**src/rtl/rcg_pkg.sv**
```systemverilog
`default_nettype none
package rcg_pkg;

	localparam int MaxWord = 256;
	localparam int AddrW = $clog2(MaxWord);
	localparam int LenW = AddrW + 1;
	localparam int MaxChunk = 4;
	localparam int SizeW = 3;
	localparam int StepW = $clog2(MaxChunk);
	localparam int ByteW = 8;
	localparam int ChunkW = 32;
	localparam int QueueDepth = 2;
	localparam int QPtrW = $clog2(QueueDepth);
	localparam int QCntW = $clog2(QueueDepth + 1);

	localparam logic [1:0] OP_APPEND = 2'd0;
	localparam logic [1:0] OP_END = 2'd1;
	localparam logic [1:0] OP_PULL = 2'd2;

	typedef enum logic [1:0] {
		CMD_APPEND,
		CMD_END,
		CMD_PULL
	} cmd_kind_t;

	typedef struct packed {
		cmd_kind_t kind;
		logic [ByteW-1:0] data;
	} cmd_t;

	typedef struct packed {
		logic valid;
		cmd_t entry;
	} queue_link_t;

	typedef enum logic [1:0] {
		BK_IDLE,
		BK_READ,
		BK_CAPTURE,
		BK_RESULT
	} back_state_t;

	typedef struct packed {
		logic valid_res;
		logic [ChunkW-1:0] chunk_bytes;
		logic [2:0] chunk_len;
		logic done_res;
		logic overflow;
	} result_t;

endpackage
`default_nettype wire

```
**src/rtl/rcg_if.sv**
```systemverilog
`default_nettype none
interface rcg_cmd_if;
	logic valid;
	logic ready;
	logic [1:0] op;
	logic [rcg_pkg::ByteW-1:0] data_byte;

	modport source (output valid, output op, output data_byte, input ready);
	modport sink (input valid, input op, input data_byte, output ready);
endinterface

interface rcg_res_if;
	logic valid;
	logic ready;
	logic valid_res;
	logic [rcg_pkg::ChunkW-1:0] chunk_bytes;
	logic [2:0] chunk_len;
	logic done_res;
	logic overflow;

	modport source (output valid, output valid_res, output chunk_bytes, output chunk_len,
		output done_res, output overflow, input ready);
	modport sink (input valid, input valid_res, input chunk_bytes, input chunk_len,
		input done_res, input overflow, output ready);
endinterface
`default_nettype wire

```
**src/rtl/rotated_chunk_candidate_generator.sv**
```systemverilog
// The cmd channel takes one word per handshake: an op code and a data byte. Op 0 appends
// the byte to the current word, op 1 closes the word and starts the candidate list, op 2
// pulls the next candidate and op 3 is dropped. Only pulls give a word on the res channel:
// a chunk of one to four bytes with its length, or a done flag once the list is used up,
// together with the overflow flag of a word that was cut to 256 bytes.
// A two-entry queue sits between the input handshake and the sequencer, so cmd keeps
// accepting while a result waits in the output register.
// Appends and end marks are taken in the idle state of the sequencer. A pull that yields a
// chunk reads the word memory through its single read port, one byte at a time in a read
// state and a capture state, and then loads the result in the result state; a pull that
// answers done goes straight to the result state.
// While the receiver holds res.ready low the result stays in the output register, the
// sequencer waits with the next pull, and cmd stalls once the queue is full.
// Reset clears the word length, the flags and the candidate cursor; the word memory is
// not cleared, as only bytes of the current word are ever read.
`default_nettype none
module rotated_chunk_candidate_generator (
	input  wire logic clk,
	input  wire logic arst_n,
	rcg_cmd_if.sink cmd,
	rcg_res_if.source res
);

	rcg_pkg::queue_link_t q;
	logic q_pop;

	rcg_front u_front (
		.clk    (clk),
		.arst_n (arst_n),
		.cmd    (cmd),
		.q      (q),
		.q_pop  (q_pop)
	);

	rcg_back u_back (
		.clk    (clk),
		.arst_n (arst_n),
		.q      (q),
		.q_pop  (q_pop),
		.res    (res)
	);

endmodule
`default_nettype wire

```
**src/rtl/rcg_front.sv**
```systemverilog
`default_nettype none
module rcg_front (
	input  wire logic clk,
	input  wire logic arst_n,
	rcg_cmd_if.sink cmd,
	output rcg_pkg::queue_link_t q,
	input  wire logic q_pop
);

	rcg_pkg::cmd_t entry_q [rcg_pkg::QueueDepth];
	logic [rcg_pkg::QPtrW-1:0] wr_ptr_q;
	logic [rcg_pkg::QPtrW-1:0] rd_ptr_q;
	logic [rcg_pkg::QCntW-1:0] count_q;
	logic keep;
	logic push;
	logic pop;
	rcg_pkg::cmd_t incoming;

	always_comb begin
		keep = 1'b1;
		incoming.data = cmd.data_byte;
		case (cmd.op)
			rcg_pkg::OP_APPEND: incoming.kind = rcg_pkg::CMD_APPEND;
			rcg_pkg::OP_END: incoming.kind = rcg_pkg::CMD_END;
			rcg_pkg::OP_PULL: incoming.kind = rcg_pkg::CMD_PULL;
			default: begin
				incoming.kind = rcg_pkg::CMD_PULL;
				keep = 1'b0;
			end
		endcase
	end

	assign cmd.ready = (count_q != rcg_pkg::QCntW'(rcg_pkg::QueueDepth));
	assign push = cmd.valid && cmd.ready && keep;
	assign q.valid = (count_q != '0);
	assign q.entry = entry_q[rd_ptr_q];
	assign pop = q_pop && q.valid;

	always_ff @(posedge clk) begin
		if (push) begin
			entry_q[wr_ptr_q] <= incoming;
		end
	end

	always_ff @(posedge clk or negedge arst_n) begin
		if (!arst_n) begin
			wr_ptr_q <= '0;
			rd_ptr_q <= '0;
			count_q <= '0;
		end else begin
			if (push) begin
				wr_ptr_q <= wr_ptr_q + 1'b1;
			end
			if (pop) begin
				rd_ptr_q <= rd_ptr_q + 1'b1;
			end
			if (push && !pop) begin
				count_q <= count_q + 1'b1;
			end else if (pop && !push) begin
				count_q <= count_q - 1'b1;
			end
		end
	end

endmodule
`default_nettype wire

```
**src/rtl/rcg_back.sv**
```systemverilog
`default_nettype none
module rcg_back (
	input  wire logic clk,
	input  wire logic arst_n,
	input  wire rcg_pkg::queue_link_t q,
	output logic q_pop,
	rcg_res_if.source res
);

	localparam int AddrW = rcg_pkg::AddrW;
	localparam int LenW = rcg_pkg::LenW;
	localparam int SizeW = rcg_pkg::SizeW;
	localparam int StepW = rcg_pkg::StepW;
	localparam int ByteW = rcg_pkg::ByteW;

	logic [ByteW-1:0] mem [rcg_pkg::MaxWord];
	logic [ByteW-1:0] rd_data_q;

	rcg_pkg::back_state_t state_q, state_d;
	logic [LenW-1:0] len_q, len_d;
	logic cut_q, cut_d;
	logic gen_q, gen_d;
	logic [SizeW-1:0] size_q, size_d;
	logic right_q, right_d;
	logic [StepW-1:0] step_q, step_d;
	logic [SizeW-1:0] off_q, off_d;
	logic [LenW-1:0] pos_q, pos_d;
	logic cand_q, cand_d;
	logic [AddrW-1:0] idx_q, idx_d;
	logic [StepW-1:0] k_q, k_d;
	logic [rcg_pkg::ChunkW-1:0] acc_q, acc_d;
	rcg_pkg::result_t out_q;
	logic out_valid_q;

	logic mem_we;
	logic [AddrW-1:0] mem_wa;
	logic rd_en;
	logic load_out;
	logic [SizeW-1:0] limit;
	logic [LenW:0] start_sum;
	logic [AddrW-1:0] start_idx;
	logic [LenW-1:0] idx_inc;
	logic [LenW-1:0] pos_next;
	logic [LenW:0] pos_end;
	logic [StepW:0] step_next;
	rcg_pkg::result_t out_d;

	assign limit = (len_q >= LenW'(rcg_pkg::MaxChunk)) ? SizeW'(rcg_pkg::MaxChunk)
		: SizeW'(len_q);
	assign start_sum = {1'b0, pos_q} + (LenW + 1)'(off_q);
	assign start_idx = (start_sum >= {1'b0, len_q}) ? AddrW'(start_sum - {1'b0, len_q})
		: AddrW'(start_sum);
	assign idx_inc = {1'b0, idx_q} + 1'b1;
	assign pos_next = pos_q + LenW'(size_q);
	assign pos_end = {1'b0, pos_next} + (LenW + 1)'(size_q);
	assign step_next = {1'b0, step_q} + 1'b1;

	always_comb begin
		state_d = state_q;
		len_d = len_q;
		cut_d = cut_q;
		gen_d = gen_q;
		size_d = size_q;
		right_d = right_q;
		step_d = step_q;
		off_d = off_q;
		pos_d = pos_q;
		cand_d = cand_q;
		idx_d = idx_q;
		k_d = k_q;
		acc_d = acc_q;
		q_pop = 1'b0;
		mem_we = 1'b0;
		mem_wa = AddrW'(len_q);
		rd_en = 1'b0;
		load_out = 1'b0;
		out_d.valid_res = cand_q;
		out_d.chunk_bytes = cand_q ? acc_q : '0;
		out_d.chunk_len = cand_q ? 3'(size_q) : 3'd0;
		out_d.done_res = !cand_q;
		out_d.overflow = cut_q;
		case (state_q)
			rcg_pkg::BK_IDLE: begin
				if (q.valid) begin
					q_pop = 1'b1;
					case (q.entry.kind)
						rcg_pkg::CMD_APPEND: begin
							if (gen_q) begin
								gen_d = 1'b0;
								cut_d = 1'b0;
								len_d = LenW'(1);
								mem_we = 1'b1;
								mem_wa = '0;
								size_d = SizeW'(1);
								right_d = 1'b0;
								step_d = '0;
								off_d = '0;
								pos_d = '0;
							end else if (len_q < LenW'(rcg_pkg::MaxWord)) begin
								mem_we = 1'b1;
								len_d = len_q + 1'b1;
							end else begin
								cut_d = 1'b1;
							end
						end
						rcg_pkg::CMD_END: begin
							gen_d = 1'b1;
							size_d = SizeW'(1);
							right_d = 1'b0;
							step_d = '0;
							off_d = '0;
							pos_d = '0;
						end
						default: begin
							if (!gen_q || len_q == '0 || size_q > limit) begin
								cand_d = 1'b0;
								state_d = rcg_pkg::BK_RESULT;
							end else begin
								cand_d = 1'b1;
								idx_d = start_idx;
								k_d = '0;
								acc_d = '0;
								state_d = rcg_pkg::BK_READ;
							end
						end
					endcase
				end
			end
			rcg_pkg::BK_READ: begin
				rd_en = 1'b1;
				state_d = rcg_pkg::BK_CAPTURE;
			end
			rcg_pkg::BK_CAPTURE: begin
				acc_d[k_q*ByteW +: ByteW] = rd_data_q;
				if ((SizeW'(k_q) + 1'b1) == size_q) begin
					state_d = rcg_pkg::BK_RESULT;
				end else begin
					k_d = k_q + 1'b1;
					idx_d = (idx_inc == len_q) ? '0 : AddrW'(idx_inc);
					state_d = rcg_pkg::BK_READ;
				end
			end
			rcg_pkg::BK_RESULT: begin
				if (!out_valid_q || res.ready) begin
					load_out = 1'b1;
					state_d = rcg_pkg::BK_IDLE;
					if (cand_q) begin
						if (pos_end <= {1'b0, len_q}) begin
							pos_d = pos_next;
						end else begin
							pos_d = '0;
							if (step_next < (StepW + 1)'(size_q)) begin
								step_d = StepW'(step_next);
								off_d = right_q ? off_q - 1'b1 : off_q + 1'b1;
							end else begin
								step_d = '0;
								if (!right_q) begin
									right_d = 1'b1;
									off_d = size_q;
								end else begin
									right_d = 1'b0;
									size_d = size_q + 1'b1;
									off_d = '0;
								end
							end
						end
					end
				end
			end
			default: begin
				state_d = rcg_pkg::BK_IDLE;
			end
		endcase
	end

	always_ff @(posedge clk) begin
		if (mem_we) begin
			mem[mem_wa] <= q.entry.data;
		end
		if (rd_en) begin
			rd_data_q <= mem[idx_q];
		end
	end

	always_ff @(posedge clk) begin
		idx_q <= idx_d;
		k_q <= k_d;
		acc_q <= acc_d;
		if (load_out) begin
			out_q <= out_d;
		end
	end

	always_ff @(posedge clk or negedge arst_n) begin
		if (!arst_n) begin
			state_q <= rcg_pkg::BK_IDLE;
			len_q <= '0;
			cut_q <= 1'b0;
			gen_q <= 1'b0;
			size_q <= SizeW'(1);
			right_q <= 1'b0;
			step_q <= '0;
			off_q <= '0;
			pos_q <= '0;
			cand_q <= 1'b0;
			out_valid_q <= 1'b0;
		end else begin
			state_q <= state_d;
			len_q <= len_d;
			cut_q <= cut_d;
			gen_q <= gen_d;
			size_q <= size_d;
			right_q <= right_d;
			step_q <= step_d;
			off_q <= off_d;
			pos_q <= pos_d;
			cand_q <= cand_d;
			if (load_out) begin
				out_valid_q <= 1'b1;
			end else if (res.ready) begin
				out_valid_q <= 1'b0;
			end
		end
	end

	assign res.valid = out_valid_q;
	assign res.valid_res = out_q.valid_res;
	assign res.chunk_bytes = out_q.chunk_bytes;
	assign res.chunk_len = out_q.chunk_len;
	assign res.done_res = out_q.done_res;
	assign res.overflow = out_q.overflow;

endmodule
`default_nettype wire

```
**src/flat_wrapper.sv**
```systemverilog
// flat-port wrapper written by rule: the top's interface ports become plain ports
module rotated_chunk_candidate_generator_flat 
  (clk, arst_n, cmd_valid, cmd_op, cmd_data_byte, cmd_ready, res_valid, res_valid_res, res_chunk_bytes, res_chunk_len, res_done_res, res_overflow, res_ready);
  rcg_cmd_if cmd_i ();
  rcg_res_if res_i ();
  input  wire logic clk;
  input  wire logic arst_n;
  input wire logic [$bits(cmd_i.valid)-1:0] cmd_valid;
  input wire logic [$bits(cmd_i.op)-1:0] cmd_op;
  input wire logic [$bits(cmd_i.data_byte)-1:0] cmd_data_byte;
  output wire logic [$bits(cmd_i.ready)-1:0] cmd_ready;
  output wire logic [$bits(res_i.valid)-1:0] res_valid;
  output wire logic [$bits(res_i.valid_res)-1:0] res_valid_res;
  output wire logic [$bits(res_i.chunk_bytes)-1:0] res_chunk_bytes;
  output wire logic [$bits(res_i.chunk_len)-1:0] res_chunk_len;
  output wire logic [$bits(res_i.done_res)-1:0] res_done_res;
  output wire logic [$bits(res_i.overflow)-1:0] res_overflow;
  input wire logic [$bits(res_i.ready)-1:0] res_ready;
  assign cmd_i.valid = cmd_valid;
  assign cmd_i.op = cmd_op;
  assign cmd_i.data_byte = cmd_data_byte;
  assign cmd_ready = cmd_i.ready;
  assign res_valid = res_i.valid;
  assign res_valid_res = res_i.valid_res;
  assign res_chunk_bytes = res_i.chunk_bytes;
  assign res_chunk_len = res_i.chunk_len;
  assign res_done_res = res_i.done_res;
  assign res_overflow = res_i.overflow;
  assign res_i.ready = res_ready;
  rotated_chunk_candidate_generator u_core (.clk(clk), .arst_n(arst_n), .cmd(cmd_i), .res(res_i));
endmodule
```
**config.mk**
```make
export PLATFORM = sky130hd
export DESIGN_NAME = rotated_chunk_candidate_generator_flat
export DESIGN_NICKNAME = d
export VERILOG_FILES = /design/src/rtl/rcg_pkg.sv /design/src/rtl/rcg_if.sv /design/src/rtl/rotated_chunk_candidate_generator.sv /design/src/rtl/rcg_front.sv /design/src/rtl/rcg_back.sv /design/src/flat_wrapper.sv
export SDC_FILE = /design/constraint.sdc
export NUM_CORES = 2
export LEC_CHECK = 0
export CAP_MARGIN = 20
export CORE_MARGIN = 2
export CORE_UTILIZATION = 68
export DETAILED_ROUTE_END_ITERATION = 6
export DONT_BUFFER_PORTS = 1
export MAX_ROUTING_LAYER = met4
export PLACE_DENSITY_LB_ADDON = 0.1
export SYNTH_ARGS = -nofsm -noshare
export SYNTH_HDL_FRONTEND = slang
export SYNTH_HIERARCHICAL = 1
export SYNTH_SLANG_ARGS = --single-unit
export TNS_END_PERCENT = 5
```
**constraint.sdc**
```tcl
create_clock -name clk -period 11.8 [get_ports clk]
set_clock_uncertainty 0.15 [all_clocks]
set_input_delay 2.36 -clock clk [delete_from_list [all_inputs] [get_ports clk]]
set_output_delay 2.36 -clock clk [all_outputs]
set_load 0.05 [all_outputs]
```
==> impl_metrics.sql <==
INSERT INTO impl_metrics (metric_group, metric, value, unit) VALUES
('finish', 'finalNetCount', '4319', ''),
('timing', 'post-route-worst-setup-slack', '6.41', 'ns'),
('timing', 'maxClockFrequency', '186', 'MHz'),
('pwr', 'power_density', '164', 'nW/um^2'),
('floorplanning', 'core-area', '126000', 'um^2'),
('pwr', 'net-switching-power', '3.18', 'mW'),
('placement', 'detailed_place_hpwl', '116000', 'um'),
('status', 'status', 'finished, final reports clean', ''),
('floorplanning', 'floorplan.die_area', '130000', 'um^2'),
('clocking', 'clk_path_buf_depth', '3', ''),
('logic_synthesis', 'post_synth_inst_count', '4220', ''),
('logic_synthesis', 'number_of_enable_flip_flop_cells_after_synthesis', '2156', ''),
('global_routing', 'number_of_global_route_vias_before_repair', '42500', ''),
('routing', 'detailroute.via_count', '42900', ''),
('placement', 'placement.cell_area', '88100', 'um^2'),
('clocking', 'cts.hold.buffers_added', '0', ''),
('finish', 'finish.instance_area', '94700', 'um^2'),
('pwr', 'power_report.internal_total', '12.3', 'mW'),
('logic_synthesis', 'ys_warn_count', '6', ''),
('routing', 'drt.antenna.violating_nets', '0', ''),
('logic_synthesis', 'post-synth-top-area-cell', 'edfxtp_1', ''),
('finish', 'area_delta_synth_final', '9.67', '%'),
('clocking', 'post-cts-setup-buffers', '0', ''),
('critical_path', 'crit_path_max_fanout', '20', ''),
('floorplanning', 'die_h', '360', 'um'),
('pwr', 'clockPowerShare', '40.9', '%'),
('critical_path', 'setup.worst_path.class', 'reg -> reg', ''),
('routing', 'drt-initial-drc-count', '6533', ''),
('floorplanning', 'fp.dieW', '360', 'um'),
('pwr', 'p_sw_share', '20.5', '%'),
('logic_synthesis', 'async_flop_share', '1.69', '%'),
('clocking', 'clkTransAtPathRegs', '0.06', 'ns'),
('logic_synthesis', 'synth_nets', '4287', ''),
('timing', 'fin_crit_sh', '45.7', '%'),
('finish', 'fraction_of_layout_instances_using_a_drive_strength_above_1', '20.9', '%'),
('placement', 'place.detailed.instances', '5689', ''),
('timing', 'final_period_minus_worst_setup_slack', '5.39', 'ns'),
('finish', 'final_standard_cell_utilization_of_the_core', '75.3', '%'),
('job', 'drv.max_cap_violation_count', '0', ''),
('routing', 'drt-total-wl', '201000', 'um'),
('global_routing', 'wire_length_of_the_first_global_routing_pass', '295000', 'um'),
('clocking', 'numCtsBuffers', '204', ''),
('logic_synthesis', 'average_instance_area_after_synthesis', '20.5', 'um^2'),
('floorplanning', 'total_number_of_placement_rows', '130', ''),
('clocking', 'cts.sink_count', '2193', ''),
('logic_synthesis', 'post-synth-top-count-cell', 'edfxtp_1', ''),
('routing', 'route.detailed.drc', '0', ''),
('global_routing', 'grt-ovfl-total', '0', ''),
('timing', 'grt_setup_unrepaired', 'no', ''),
('pwr', 'combPwrFrac', '2.5', '%'),
('critical_path', 'worst-endpoint-required', '12.10', 'ns'),
('critical_path', 'setup.worst_path.end_class', 'register', ''),
('global_routing', 'antenna_violations_before_repair', '9', ''),
('logic_synthesis', 'yosys-top-cells-area', 'edfxtp_1, mux4_2, nor2_1, dfrtp_1, a22oi_1', ''),
('clocking', 'htreeDepth', '4', ''),
('pwr', 'vdd_ir_drop_max', '172', 'uV'),
('placement', 'gp_congestion', '0.874', ''),
('global_routing', 'grt_use_total', '32.7', '%'),
('timing', 'report.final.slew_viol_count', '0', ''),
('clocking', 'cts_repair_resize_count', '0', ''),
('critical_path', 'crit_arrival', '5.69', 'ns'),
('logic_synthesis', 'yosysTopAreaCellShare', '75.0', '%'),
('pwr', 'p_leak', '29.6', 'nW'),
('timing', 'finalSetupTns', '0', 'ns'),
('finish', 'layout.cells.non_filler', '6082', ''),
('clocking', 'clk-insertion-delay-late', '0.83', 'ns'),
('logic_synthesis', 'mappedNetlistArea', '86300', 'um^2'),
('pwr', 'p_seq_share', '56.6', '%'),
('routing', 'detail_route.wl_per_cell', '33.1', 'um'),
('timing', 'hold_ws', '0.349', 'ns'),
('clocking', 'tritoncts', 'yes', '');
## power groups by stage
stage / sequential, mW / combinational (mW) / clock [mW]
3_3_place_gp: 8.95 / 0.364 / 0
3_5_place_dp: 8.96 / 0.382 / 0
6_report: 8.79 / 0.393 / 6.34
2_1_floorplan: 8.98 / 0.180 / 0
5_1_grt: 8.78 / 0.425 / 6.71
4_1_cts: 8.79 / 0.380 / 6.42
## flip-flops by register name, summed over array words and instances (netlist names), 3 cells and up
name                           count
u_core/u_back/acc_q               32
u_core/u_back/idx_q                8
u_core/u_back/len_q                9
u_core/u_back/mem               2048
u_core/u_back/off_q                3
u_core/u_back/pos_q                9
u_core/u_back/rd_data_q            8
u_core/u_back/res.chunk_bytes     32
u_core/u_back/res.chunk_len        3
u_core/u_back/size_q               3
u_core/u_front/entry_q            20
## cell families after synthesis
kind of cell,share of synthesized area (%)
AO/OA/AOI/OAI,3.67
flip-flops,76.1
AND/OR/NAND/NOR,3.30
XOR/XNOR,0.638
multiplexers,14.1
adder cells (fa/ha/maj),0.812
buffers and inverters,1.45
## routing by layer
layer / wire (um) / global-route usage [%] / part of all wire [%]
met4: 7320 / 11.4 / 3.6
met2: 93400 / 46.5 / 46
met3: 24600 / 8.37 / 12
met5: 0 / - / 0
met1: 76100 / 47.4 / 38
## cell type report
cell class / count / area, um^2
flip-flops and latches: 2193 / 65700
multi-input cells: 1742 / 19600
clock inverters: 135 / 1130
inverters: 35 / 131
well taps: 1650 / 2060
fillers: 6688 / 31100
repair buffers: 76 / 768
clock buffers: 247 / 5300
diodes: 4 / 10.0
## final timing paths
| check | start | slack [ns] | to | cells after the start |
|---|---|---|---|---|
| hold reg to reg | u_core/u_front/wr_ptr_q$_DFFE_PN0P_ | 0.35 | u_core/u_front/wr_ptr_q$_DFFE_PN0P_ | 1 |
| setup reg to reg | u_core/u_front/rd_ptr_q$_DFFE_PN0P_ | 6.41 | u_core/u_back/mem[180][4]$_DFFE_PP_ | 6 |
| hold / removal | u_core/u_front/wr_ptr_q$_DFFE_PN0P_ | 0.35 | u_core/u_front/wr_ptr_q$_DFFE_PN0P_ | 1 |
| max in group asynchronous | arst_n | 10.25 | u_core/u_back/size_q[0]$_DFFE_PN1P_ | 0 |
| setup / recovery | u_core/u_front/rd_ptr_q$_DFFE_PN0P_ | 6.41 | u_core/u_back/mem[180][4]$_DFFE_PP_ | 6 |
| min in group asynchronous | arst_n | 1.07 | u_core/u_back/pos_q[2]$_DFFE_PN0P_ | 0 |
## placed cells by master, fill, tap and decap left out, types with 48 or more instances in the layout
cell and n:
a21oi_1 87, a221oi_1 65, a22o_1 64, a22oi_1 96, buf_4 62, clkbuf_16 205
clkinv_1 49, edfxtp_1 2156, ha_1 48, mux4_2 512, nand2_1 54, nor2_1 344
nor3_1 50
## worst max-delay path, stage by stage, from the launching register on
cell     delay (ns)
dfrtp_1        0.81
mux2_2         0.47
nor3_1         0.59
and2_1         0.72
or2_2          0.40
nand3_2        0.88
nor2_1         0.99
(Power assumes the default switching activity.)
